<file path="src/rtl/aps_pkg.sv">
package aps_pkg;

  localparam int TASK_W  = 8;
  localparam int BASE_W  = 8;
  localparam int WAIT_W  = 16;
  localparam int PRIO_W  = 25;
  localparam int BURST_W = 16;
  localparam int TIME_W  = 32;
  localparam int RATE_W  = 9;

  localparam logic OP_TICK    = 1'b0;
  localparam logic OP_ARRIVAL = 1'b1;

  // one ready-table entry as held in the slot memory
  typedef struct packed {
    logic [TASK_W-1:0]  task_id;
    logic [BASE_W-1:0]  base;
    logic [WAIT_W-1:0]  wait_cnt;
    logic [PRIO_W-1:0]  prio;
    logic [BURST_W-1:0] remaining;
    logic [BURST_W-1:0] burst;
    logic [TIME_W-1:0]  arrival;
  } slot_rec_t;

endpackage

</file>
<file path="src/rtl/aps_slot_mem.sv">
module aps_slot_mem
  import aps_pkg::*;
#(
  parameter int SLOTS = 16,
  parameter int IW    = 4
) (
  input  logic            clk,
  input  logic            we,
  input  logic [IW-1:0]   waddr,
  input  slot_rec_t       wdata,
  input  logic [IW-1:0]   raddr,
  output slot_rec_t       rdata
);

  slot_rec_t mem [SLOTS];
  slot_rec_t rdata_r;

  // write one entry, read one entry with registered data
  always_ff @(posedge clk) begin
    if (we) begin
      mem[waddr] <= wdata;
    end
    rdata_r <= mem[raddr];
  end

  assign rdata = rdata_r;

endmodule

</file>
<file path="src/rtl/aps_age_unit.sv">
module aps_age_unit
  import aps_pkg::*;
(
  input  logic              clk,
  input  logic              en,
  input  logic [WAIT_W-1:0] wait_cnt,
  input  logic [RATE_W-1:0] rate,
  input  logic [BASE_W-1:0] base,
  output logic [PRIO_W-1:0] prio
);

  logic [PRIO_W-1:0] prod_r;
  logic [BASE_W-1:0] base_r;

  // register the aging product, then add the scaled base priority
  always_ff @(posedge clk) begin
    if (en) begin
      prod_r <= PRIO_W'(rate) * PRIO_W'(wait_cnt);
      base_r <= base;
    end
  end

  assign prio = {(PRIO_W-BASE_W-8)'(0), base_r, 8'd0} + prod_r;

endmodule

</file>
<file path="src/rtl/aging_priority_task_scheduler_unit.sv">
// Preemptive priority scheduler with aging over a table of SLOTS entries. One
// request at a time: an arrival scans the valid bits for the lowest free slot
// (one slot a cycle) and then reads the running task, if there is one. A tick
// walks the whole table through the slot memory (one read and one write port)
// and the shared aging multiplier, reading each slot and aging and writing back
// each occupied one but the running task's, then selects and executes. The
// result goes to the output register, which holds it until taken while the
// next request runs.
module aging_priority_task_scheduler_unit
  import aps_pkg::*;
#(
  parameter int SLOTS = 16
) (
  input  logic               clk,
  input  logic               rst_n,
  input  logic               cfg_we,
  input  logic [RATE_W-1:0]  cfg_wdata,
  input  logic               in_valid,
  output logic               in_ready,
  input  logic               in_operation,
  input  logic [TASK_W-1:0]  in_task_id,
  input  logic [BASE_W-1:0]  in_start_prio,
  input  logic [BURST_W-1:0] in_burst_length,
  output logic               out_valid,
  input  logic               out_ready,
  output logic               out_running_valid,
  output logic [TASK_W-1:0]  out_running_id,
  output logic               out_context_switch,
  output logic               out_finished_valid,
  output logic [TASK_W-1:0]  out_finished_id,
  output logic [TIME_W-1:0]  out_finished_turnaround,
  output logic [TIME_W-1:0]  out_finished_waiting,
  output logic               out_arrival_rejected
);

  localparam int IW = (SLOTS > 1) ? $clog2(SLOTS) : 1;
  localparam logic [IW-1:0] LAST = IW'(SLOTS - 1);

  typedef enum logic [10:0] {
    S_IDLE  = 11'b00000000001,
    S_AFIND = 11'b00000000010,
    S_AWR   = 11'b00000000100,
    S_SRD   = 11'b00000001000,
    S_SMUL  = 11'b00000010000,
    S_SUPD  = 11'b00000100000,
    S_SEL   = 11'b00001000000,
    S_RRD   = 11'b00010000000,
    S_EXE   = 11'b00100000000,
    S_FIN   = 11'b01000000000,
    S_DONE  = 11'b10000000000
  } state_t;

  state_t             state_r;
  logic               op_r;
  logic [TASK_W-1:0]  req_task_r;
  logic [BASE_W-1:0]  req_base_r;
  logic [BURST_W-1:0] req_burst_r;
  logic [IW-1:0]      idx_r;
  logic [RATE_W-1:0]  rate_r;
  logic [TIME_W-1:0]  tick_r;
  logic [SLOTS-1:0]   valid_r;
  logic               run_valid_r;
  logic [IW-1:0]      run_slot_r;
  logic               have_r;
  logic [IW-1:0]      best_slot_r;
  logic [PRIO_W-1:0]  best_prio_r;
  logic [TIME_W-1:0]  best_arr_r;
  logic [PRIO_W-1:0]  run_prio_r;
  logic               is_run_r;
  logic [WAIT_W-1:0]  wait_new_r;
  logic [TIME_W-1:0]  turn_r;

  logic               res_run_valid_r;
  logic [TASK_W-1:0]  res_run_id_r;
  logic               res_cs_r;
  logic               res_fin_valid_r;
  logic [TASK_W-1:0]  res_fin_id_r;
  logic [TIME_W-1:0]  res_wait_r;
  logic               res_rej_r;

  logic               out_valid_r;
  logic               out_run_valid_r;
  logic [TASK_W-1:0]  out_run_id_r;
  logic               out_cs_r;
  logic               out_fin_valid_r;
  logic [TASK_W-1:0]  out_fin_id_r;
  logic [TIME_W-1:0]  out_turn_r;
  logic [TIME_W-1:0]  out_wait_r;
  logic               out_rej_r;

  slot_rec_t          rec;
  slot_rec_t          mem_wdata;
  logic               mem_we;
  logic [IW-1:0]      mem_waddr;
  logic [IW-1:0]      mem_raddr;
  logic [PRIO_W-1:0]  age_prio;
  logic [WAIT_W-1:0]  wait_inc;
  logic [PRIO_W-1:0]  cand_prio;
  logic               cand_beats;
  logic [BURST_W-1:0] rem_dec;
  logic [BURST_W-1:0] burst_fix;

  aps_slot_mem #(.SLOTS(SLOTS), .IW(IW)) u_mem (
    .clk   (clk),
    .we    (mem_we),
    .waddr (mem_waddr),
    .wdata (mem_wdata),
    .raddr (mem_raddr),
    .rdata (rec)
  );

  aps_age_unit u_age (
    .clk      (clk),
    .en       (state_r == S_SMUL),
    .wait_cnt (wait_inc),
    .rate     (rate_r),
    .base     (rec.base),
    .prio     (age_prio)
  );

  // saturating wait increment (held for the running task), candidate compare, countdown
  assign wait_inc   = (rec.wait_cnt == '1 || is_run_r) ? rec.wait_cnt : rec.wait_cnt + 1'b1;
  assign cand_prio  = is_run_r ? rec.prio : age_prio;
  assign cand_beats = !have_r || (cand_prio > best_prio_r) ||
                      ((cand_prio == best_prio_r) && (rec.arrival < best_arr_r));
  assign rem_dec    = (rec.remaining != '0) ? rec.remaining - 1'b1 : '0;
  assign burst_fix  = (req_burst_r == '0) ? BURST_W'(1) : req_burst_r;
  // keep the running slot on the read port through execution and retirement
  assign mem_raddr  = (state_r == S_RRD || state_r == S_EXE) ? run_slot_r : idx_r;

  // steer the single write port
  always_comb begin
    mem_we    = 1'b0;
    mem_waddr = idx_r;
    mem_wdata = rec;
    unique case (state_r)
      S_AWR: begin
        mem_we              = 1'b1;
        mem_wdata.task_id   = req_task_r;
        mem_wdata.base      = req_base_r;
        mem_wdata.wait_cnt  = '0;
        mem_wdata.prio      = {(PRIO_W-BASE_W-8)'(0), req_base_r, 8'd0};
        mem_wdata.remaining = burst_fix;
        mem_wdata.burst     = burst_fix;
        mem_wdata.arrival   = tick_r;
      end
      S_SUPD: begin
        mem_we             = !is_run_r;
        mem_wdata.wait_cnt = wait_new_r;
        mem_wdata.prio     = age_prio;
      end
      S_EXE: begin
        mem_we              = (op_r == OP_TICK);
        mem_waddr           = run_slot_r;
        mem_wdata.remaining = rem_dec;
      end
      default: ;
    endcase
  end

  // sequencer
  always_ff @(posedge clk) begin
    if (!rst_n) begin
      state_r     <= S_IDLE;
      rate_r      <= '0;
      tick_r      <= '0;
      valid_r     <= '0;
      run_valid_r <= 1'b0;
      run_slot_r  <= '0;
      out_valid_r <= 1'b0;
      idx_r       <= '0;
      have_r      <= 1'b0;
    end else begin
      if (cfg_we) begin
        rate_r <= cfg_wdata;
      end
      if (out_valid_r && out_ready && state_r != S_DONE) begin
        out_valid_r <= 1'b0;
      end
      unique case (state_r)
        S_IDLE: begin
          if (in_valid) begin
            op_r            <= in_operation;
            req_task_r      <= in_task_id;
            req_base_r      <= in_start_prio;
            req_burst_r     <= in_burst_length;
            idx_r           <= '0;
            have_r          <= 1'b0;
            res_run_valid_r <= 1'b0;
            res_run_id_r    <= '0;
            res_cs_r        <= 1'b0;
            res_fin_valid_r <= 1'b0;
            res_fin_id_r    <= '0;
            turn_r          <= '0;
            res_wait_r      <= '0;
            res_rej_r       <= 1'b0;
            state_r <= (in_operation == OP_ARRIVAL) ? S_AFIND : S_SRD;
          end
        end
        // find the lowest free slot
        S_AFIND: begin
          if (!valid_r[idx_r]) begin
            state_r <= S_AWR;
          end else if (idx_r == LAST) begin
            res_rej_r <= 1'b1;
            state_r   <= run_valid_r ? S_RRD : S_DONE;
          end else begin
            idx_r <= idx_r + 1'b1;
          end
        end
        S_AWR: begin
          valid_r[idx_r] <= 1'b1;
          state_r        <= run_valid_r ? S_RRD : S_DONE;
        end
        // walk the table: read, age, write back and compare
        S_SRD: begin
          is_run_r <= run_valid_r && (idx_r == run_slot_r);
          if (valid_r[idx_r]) begin
            state_r <= S_SMUL;
          end else if (idx_r == LAST) begin
            state_r <= S_SEL;
          end else begin
            idx_r <= idx_r + 1'b1;
          end
        end
        S_SMUL: begin
          wait_new_r <= wait_inc;
          state_r    <= S_SUPD;
        end
        S_SUPD: begin
          if (is_run_r) begin
            run_prio_r <= cand_prio;
          end
          if (cand_beats) begin
            have_r      <= 1'b1;
            best_slot_r <= idx_r;
            best_prio_r <= cand_prio;
            best_arr_r  <= rec.arrival;
          end
          if (idx_r == LAST) begin
            state_r <= S_SEL;
          end else begin
            idx_r   <= idx_r + 1'b1;
            state_r <= S_SRD;
          end
        end
        // pick the task to run, preempt only on strictly higher priority
        S_SEL: begin
          if (have_r && (!run_valid_r ||
              (best_slot_r != run_slot_r && best_prio_r > run_prio_r))) begin
            run_slot_r  <= best_slot_r;
            run_valid_r <= 1'b1;
            res_cs_r    <= 1'b1;
          end
          if (run_valid_r || have_r) begin
            state_r <= S_RRD;
          end else begin
            tick_r  <= tick_r + 1'b1;
            state_r <= S_DONE;
          end
        end
        S_RRD: begin
          state_r <= S_EXE;
        end
        // on a tick, run the task for one tick and retire it on its last; on an arrival, only report it
        S_EXE: begin
          res_run_valid_r <= 1'b1;
          res_run_id_r    <= rec.task_id;
          if (op_r == OP_ARRIVAL) begin
            state_r <= S_DONE;
          end else begin
            tick_r <= tick_r + 1'b1;
            if (rem_dec == '0) begin
              res_fin_valid_r     <= 1'b1;
              res_fin_id_r        <= rec.task_id;
              turn_r              <= tick_r + 1'b1 - rec.arrival;
              valid_r[run_slot_r] <= 1'b0;
              run_valid_r         <= 1'b0;
              state_r             <= S_FIN;
            end else begin
              state_r <= S_DONE;
            end
          end
        end
        S_FIN: begin
          res_wait_r <= (turn_r >= TIME_W'(rec.burst)) ? turn_r - TIME_W'(rec.burst) : '0;
          state_r    <= S_DONE;
        end
        // hand the result to the output register
        S_DONE: begin
          if (!out_valid_r || out_ready) begin
            out_valid_r     <= 1'b1;
            out_run_valid_r <= res_run_valid_r;
            out_run_id_r    <= res_run_id_r;
            out_cs_r        <= res_cs_r;
            out_fin_valid_r <= res_fin_valid_r;
            out_fin_id_r    <= res_fin_id_r;
            out_turn_r      <= turn_r;
            out_wait_r      <= res_wait_r;
            out_rej_r       <= res_rej_r;
            state_r         <= S_IDLE;
          end
        end
        default: state_r <= S_IDLE;
      endcase
    end
  end

  assign in_ready                = (state_r == S_IDLE);
  assign out_valid               = out_valid_r;
  assign out_running_valid       = out_run_valid_r;
  assign out_running_id          = out_run_id_r;
  assign out_context_switch      = out_cs_r;
  assign out_finished_valid      = out_fin_valid_r;
  assign out_finished_id         = out_fin_id_r;
  assign out_finished_turnaround = out_turn_r;
  assign out_finished_waiting    = out_wait_r;
  assign out_arrival_rejected    = out_rej_r;

endmodule

</file>
<file path="config.mk">
export PLATFORM = sky130hd
export DESIGN_NAME = aging_priority_task_scheduler_unit
export DESIGN_NICKNAME = d
export VERILOG_FILES = /design/src/rtl/aps_pkg.sv /design/src/rtl/aps_slot_mem.sv /design/src/rtl/aps_age_unit.sv /design/src/rtl/aging_priority_task_scheduler_unit.sv
export SDC_FILE = /design/constraint.sdc
export NUM_CORES = 2
export LEC_CHECK = 0
export ABC_AREA = 0
export BUFFER_PORTS_ARGS = -buffer_cell sky130_fd_sc_hd__buf_4
export CAP_MARGIN = 15
export CORE_UTILIZATION = 35
export DETAILED_ROUTE_END_ITERATION = 10
export GPL_ROUTABILITY_DRIVEN = 0
export GPL_TIMING_DRIVEN = 0
export PLACE_DENSITY = 0.46
export SYNTH_ARGS = -nofsm -noshare
export SYNTH_HDL_FRONTEND = slang
export SYNTH_SLANG_ARGS = --single-unit
</file>
<file path="constraint.sdc">
create_clock -name clk -period 13.1 [get_ports clk]
set_input_delay 2.62 -clock clk [delete_from_list [all_inputs] [get_ports clk]]
set_output_delay 2.62 -clock clk [all_outputs]
set_load 0.03 [all_outputs]
</file>
==> out/metrics.yaml <==
logic_synthesis:
  ys_async_sr_fraction_pct: 0
  synth.avg_cell_area_um2: 17.6
  synth_seq_cells: 2473
  syn_nets: 6131
  synth-edff-count: 2273
  synth_seq_area_share_pct: 71.0
  synth-main-ff-cell: "edfxtp_1"
  yosys_warnings: 0
  netlist_instances: 5793
  ys_types: 91
  netlist_area_mm2: 0.102
die:
  die_w_um: 541
  core_mm2: 0.289
  start_util_pct: 35.3
  ios: 133
  dieHeight_um: 541
  dieArea_mm2: 0.293
  std_cell_rows: 197
route:
  wl_per_cell_um: 28.5
  final_antenna_net_count: 0
  via_per_inst: 5.22
  num_vias: 55000
  drc_errors: 0
  first_iter_violations: 4744
  routed_wl_mm: 300
  first_pass_iters: 5
sta:
  relSlewSlack_pct: 18.5
  slew_viol_final: 0
  clock-skew-final_ps: 50.3
  tightest_slew_ps: 1220
  final_hold_viol_count: 0
  fin_crit_sh_pct: 59.5
  totalNegativeSetupSlack_ps: 0
  setup_viol: 0
  fmax_ghz: 0.128
  period_needed_ps: 7790
  rsz0062_at_grt: "no"
clocking:
  postCtsSetupBuffers: 0
  cts.clk_slew.worst_paths_ps: 60
  clk_latency_ps: 920
  cts.path.max_buffers: 4
  h-tree-depth: 5
  cts_hold_buf: 0
  cts_tree: "done"
  cts.sinks: 2473
  cts_root_buf: "clkbuf_16"
  cts_resized: 0
  cts_buffers: 282
placement:
  post-dp-hpwl_mm: 202
  dpl_cell_area_mm2: 0.111
  portBuffers: 131
  dpl.cell_count: 10000
pwr:
  ir_drop_mv: 0.0974
  power.leakage_nw: 41.9
  p_per_area_mw_per_mm2: 172
  total_power_mw: 20.7
setup_path:
  arrival_ps: 8440
  crit_top_cell: "fa_1"
  worstSetupPathType: "reg2reg"
  critPathLaunchType: "flip-flop"
  cp_num_buf_inv: 4
  crit_family: "adder cells"
  cpPeakStageDelay_ps: 880
  slowest_stage: "xnor2_1"
  path_max_fanout: 10
  worstPathRequired_ps: 13760
  cp-end-kind: "flip-flop"
grt:
  met3_usage_pct: 2.40
  grt_pass1_vias: 56600
  antenna_found_initial: 7
  grt_busiest_layer: "met2"
  grt_max_degree: 37
  gr-total-overflow: 0
  gr-usage-met1_pct: 27.9
  grt_pass1_wl_mm: 424
  grt_usage_pct: 20.4
  use_met2_pct: 34.0
cells_and_area:
  finalInstanceArea_mm2: 0.121
  final_util_pct: 41.8
  instances_no_fill: 10500
  syn2layout_area_growth_pct: 18.4
  final_layout_size_suffix_gt1_share_pct: 22.0
  final_nets: 6753
  fillerInstances: 25800
outcome:
  outcome: "complete, no violations"
job:
  drv_cap: 0
hold_path:
  min_path_type: "reg2reg"
-- cells in the final DEF, fill, tap and decap left out, types with 189 or more instances in the layout --
master     synthesis  final
clkbuf_16          0    288
ha_1             189    189
dfxtp_1          200    200
nor2_1           223    206
mux4_2           489    489
nand2_1          484    484
buf_4             32    204
inv_1            285    285
a22oi_1          243    243
edfxtp_1        2273   2273
-- cells by family (layout without fill, tap and decap cells) --
| group | count (synthesis) | after routing | share of synthesized area (%) |
|---|---|---|---|
| DFF | 2473 | 2473 | 71.0 |
| and+or+nand+nor | 1131 | 1131 | 5.28 |
| AOI/OAI and AO/OA | 672 | 672 | 4.39 |
| buffers and inverters | 536 | 1389 | 2.34 |
| muxes | 523 | 523 | 11.2 |
| adders and majority gates | 291 | 291 | 4.33 |
| xor gates and xnor gates | 167 | 167 | 1.46 |
| other | 0 | 7 | 0 |
-- cells in the mapped netlist, drive strengths merged (5+ instances only) --
master     n  area share, %
or3       16          0.098
nor4      15           0.14
dfxtp    200            3.9
nand4     32           0.21
fa       102            2.0
xnor2     88           0.78
a21oi    111           0.55
or2        8          0.049
inv      286            1.1
and3      39           0.25
nand3     76           0.40
xor2      79           0.68
clkbuf   111           0.41
nand2b    24           0.15
o211ai    15           0.12
nor3b      7          0.057
mux2      20           0.22
mux4     489             11
o21ai    162           0.80
nor3      50           0.27
nor2b     23           0.14
buf      139           0.87
a211o      5          0.043
a21o      47           0.35
o21bai     8          0.059
nand2    486            1.8
nor2     225           0.83
and2     105           0.65
mux2i     14           0.14
edfxtp  2273             67
ha       189            2.3
a22oi    243            1.8
a31oi     10          0.076
and4       9          0.077
a211oi    13          0.096
o21a      15           0.11
-- flip-flops by register name, indices dropped and copies added (netlist names), 9 cells and up --
name                     cells
wait_new_r                  16
out_finished_waiting        32
u_mem.rdata                121
state_r                     11
best_prio_r                 25
turn_r                      32
valid_r                     16
out_finished_turnaround     32
tick_r                      32
res_wait_r                  32
u_age.prod_r                25
best_arr_r                  32
run_prio_r                  25
rate_r                       9
req_burst_r                 16
u_mem.mem                 1936
-- per-layer routing --
| metal | vias to the layer above | share of wire, % |
|---|---|---|
| li1 | 23900 | - |
| met1 | 29200 | 44 |
| met4 | 0 | 2.6 |
| met3 | 391 | 4.6 |
| met2 | 1478 | 49 |
| met5 | - | 0 |
-- worst register-to-register path: stages (launching register included) --
cell and delay [ps]:
dfxtp_1 380, nand3_1 160, nor2_1 90, and3_1 210, and3_1 240, a31oi_4 250
and3_1 190, buf_2 170, nand3_1 110, xnor2_1 880, nand2_1 200, fa_1 540
inv_1 50, fa_1 480, fa_1 540, inv_1 50, fa_1 520, inv_1 60
ha_1 370, a21o_1 220, a211o_1 300, a22oi_1 320, a211oi_1 160, a2111oi_0 450
nor3_1 160, a21o_1 200, a21oi_1 160, xnor2_1 80
-- where the power goes --
part           switching (mW)  internal (mW)  total, mW
clock                    3.25           4.59       7.84
combinational            2.06           1.37       3.44
sequential              0.175           9.24       9.42
total                    5.49           15.2       20.7
-- final timing paths --
path                             start                     endpoint  slack [ps]  cells after the start
max            u_mem.rdata[95]$_DFF_P_   u_age.prod_r[23]$_DFFE_PN_        5310                     27
min          res_run_id_r[4]$_DFFE_PP_  out_running_id[4]$_DFFE_PP_         410                      0
max reg2reg    u_mem.rdata[95]$_DFF_P_   u_age.prod_r[23]$_DFFE_PN_        5310                     27
min reg2reg  res_run_id_r[4]$_DFFE_PP_  out_running_id[4]$_DFFE_PP_         410                      0
-- metrics by stage --
step,hold WS (ps),worst slack (ps)
finish,411,5310
floorplan,400,3410
detailed placement,405,5360
global route,425,4880
global placement,401,-3730
CTS,416,5340
-- area by class of cell --
type	count	area, um2	area share [%]
Sequential cell	2473	72300	60.0
Multi-Input combinational cell	2784	27300	22.7
Antenna cell	7	17.5	0.0145
Timing Repair Buffer	338	4540	3.77
Buffer	250	1320	1.10
Clock inverter	134	1340	1.11
Inverter	286	1070	0.891
Clock buffer	381	7810	6.48
Tap cell	3880	4850	4.03
Power figures use the tool's default switching activity.
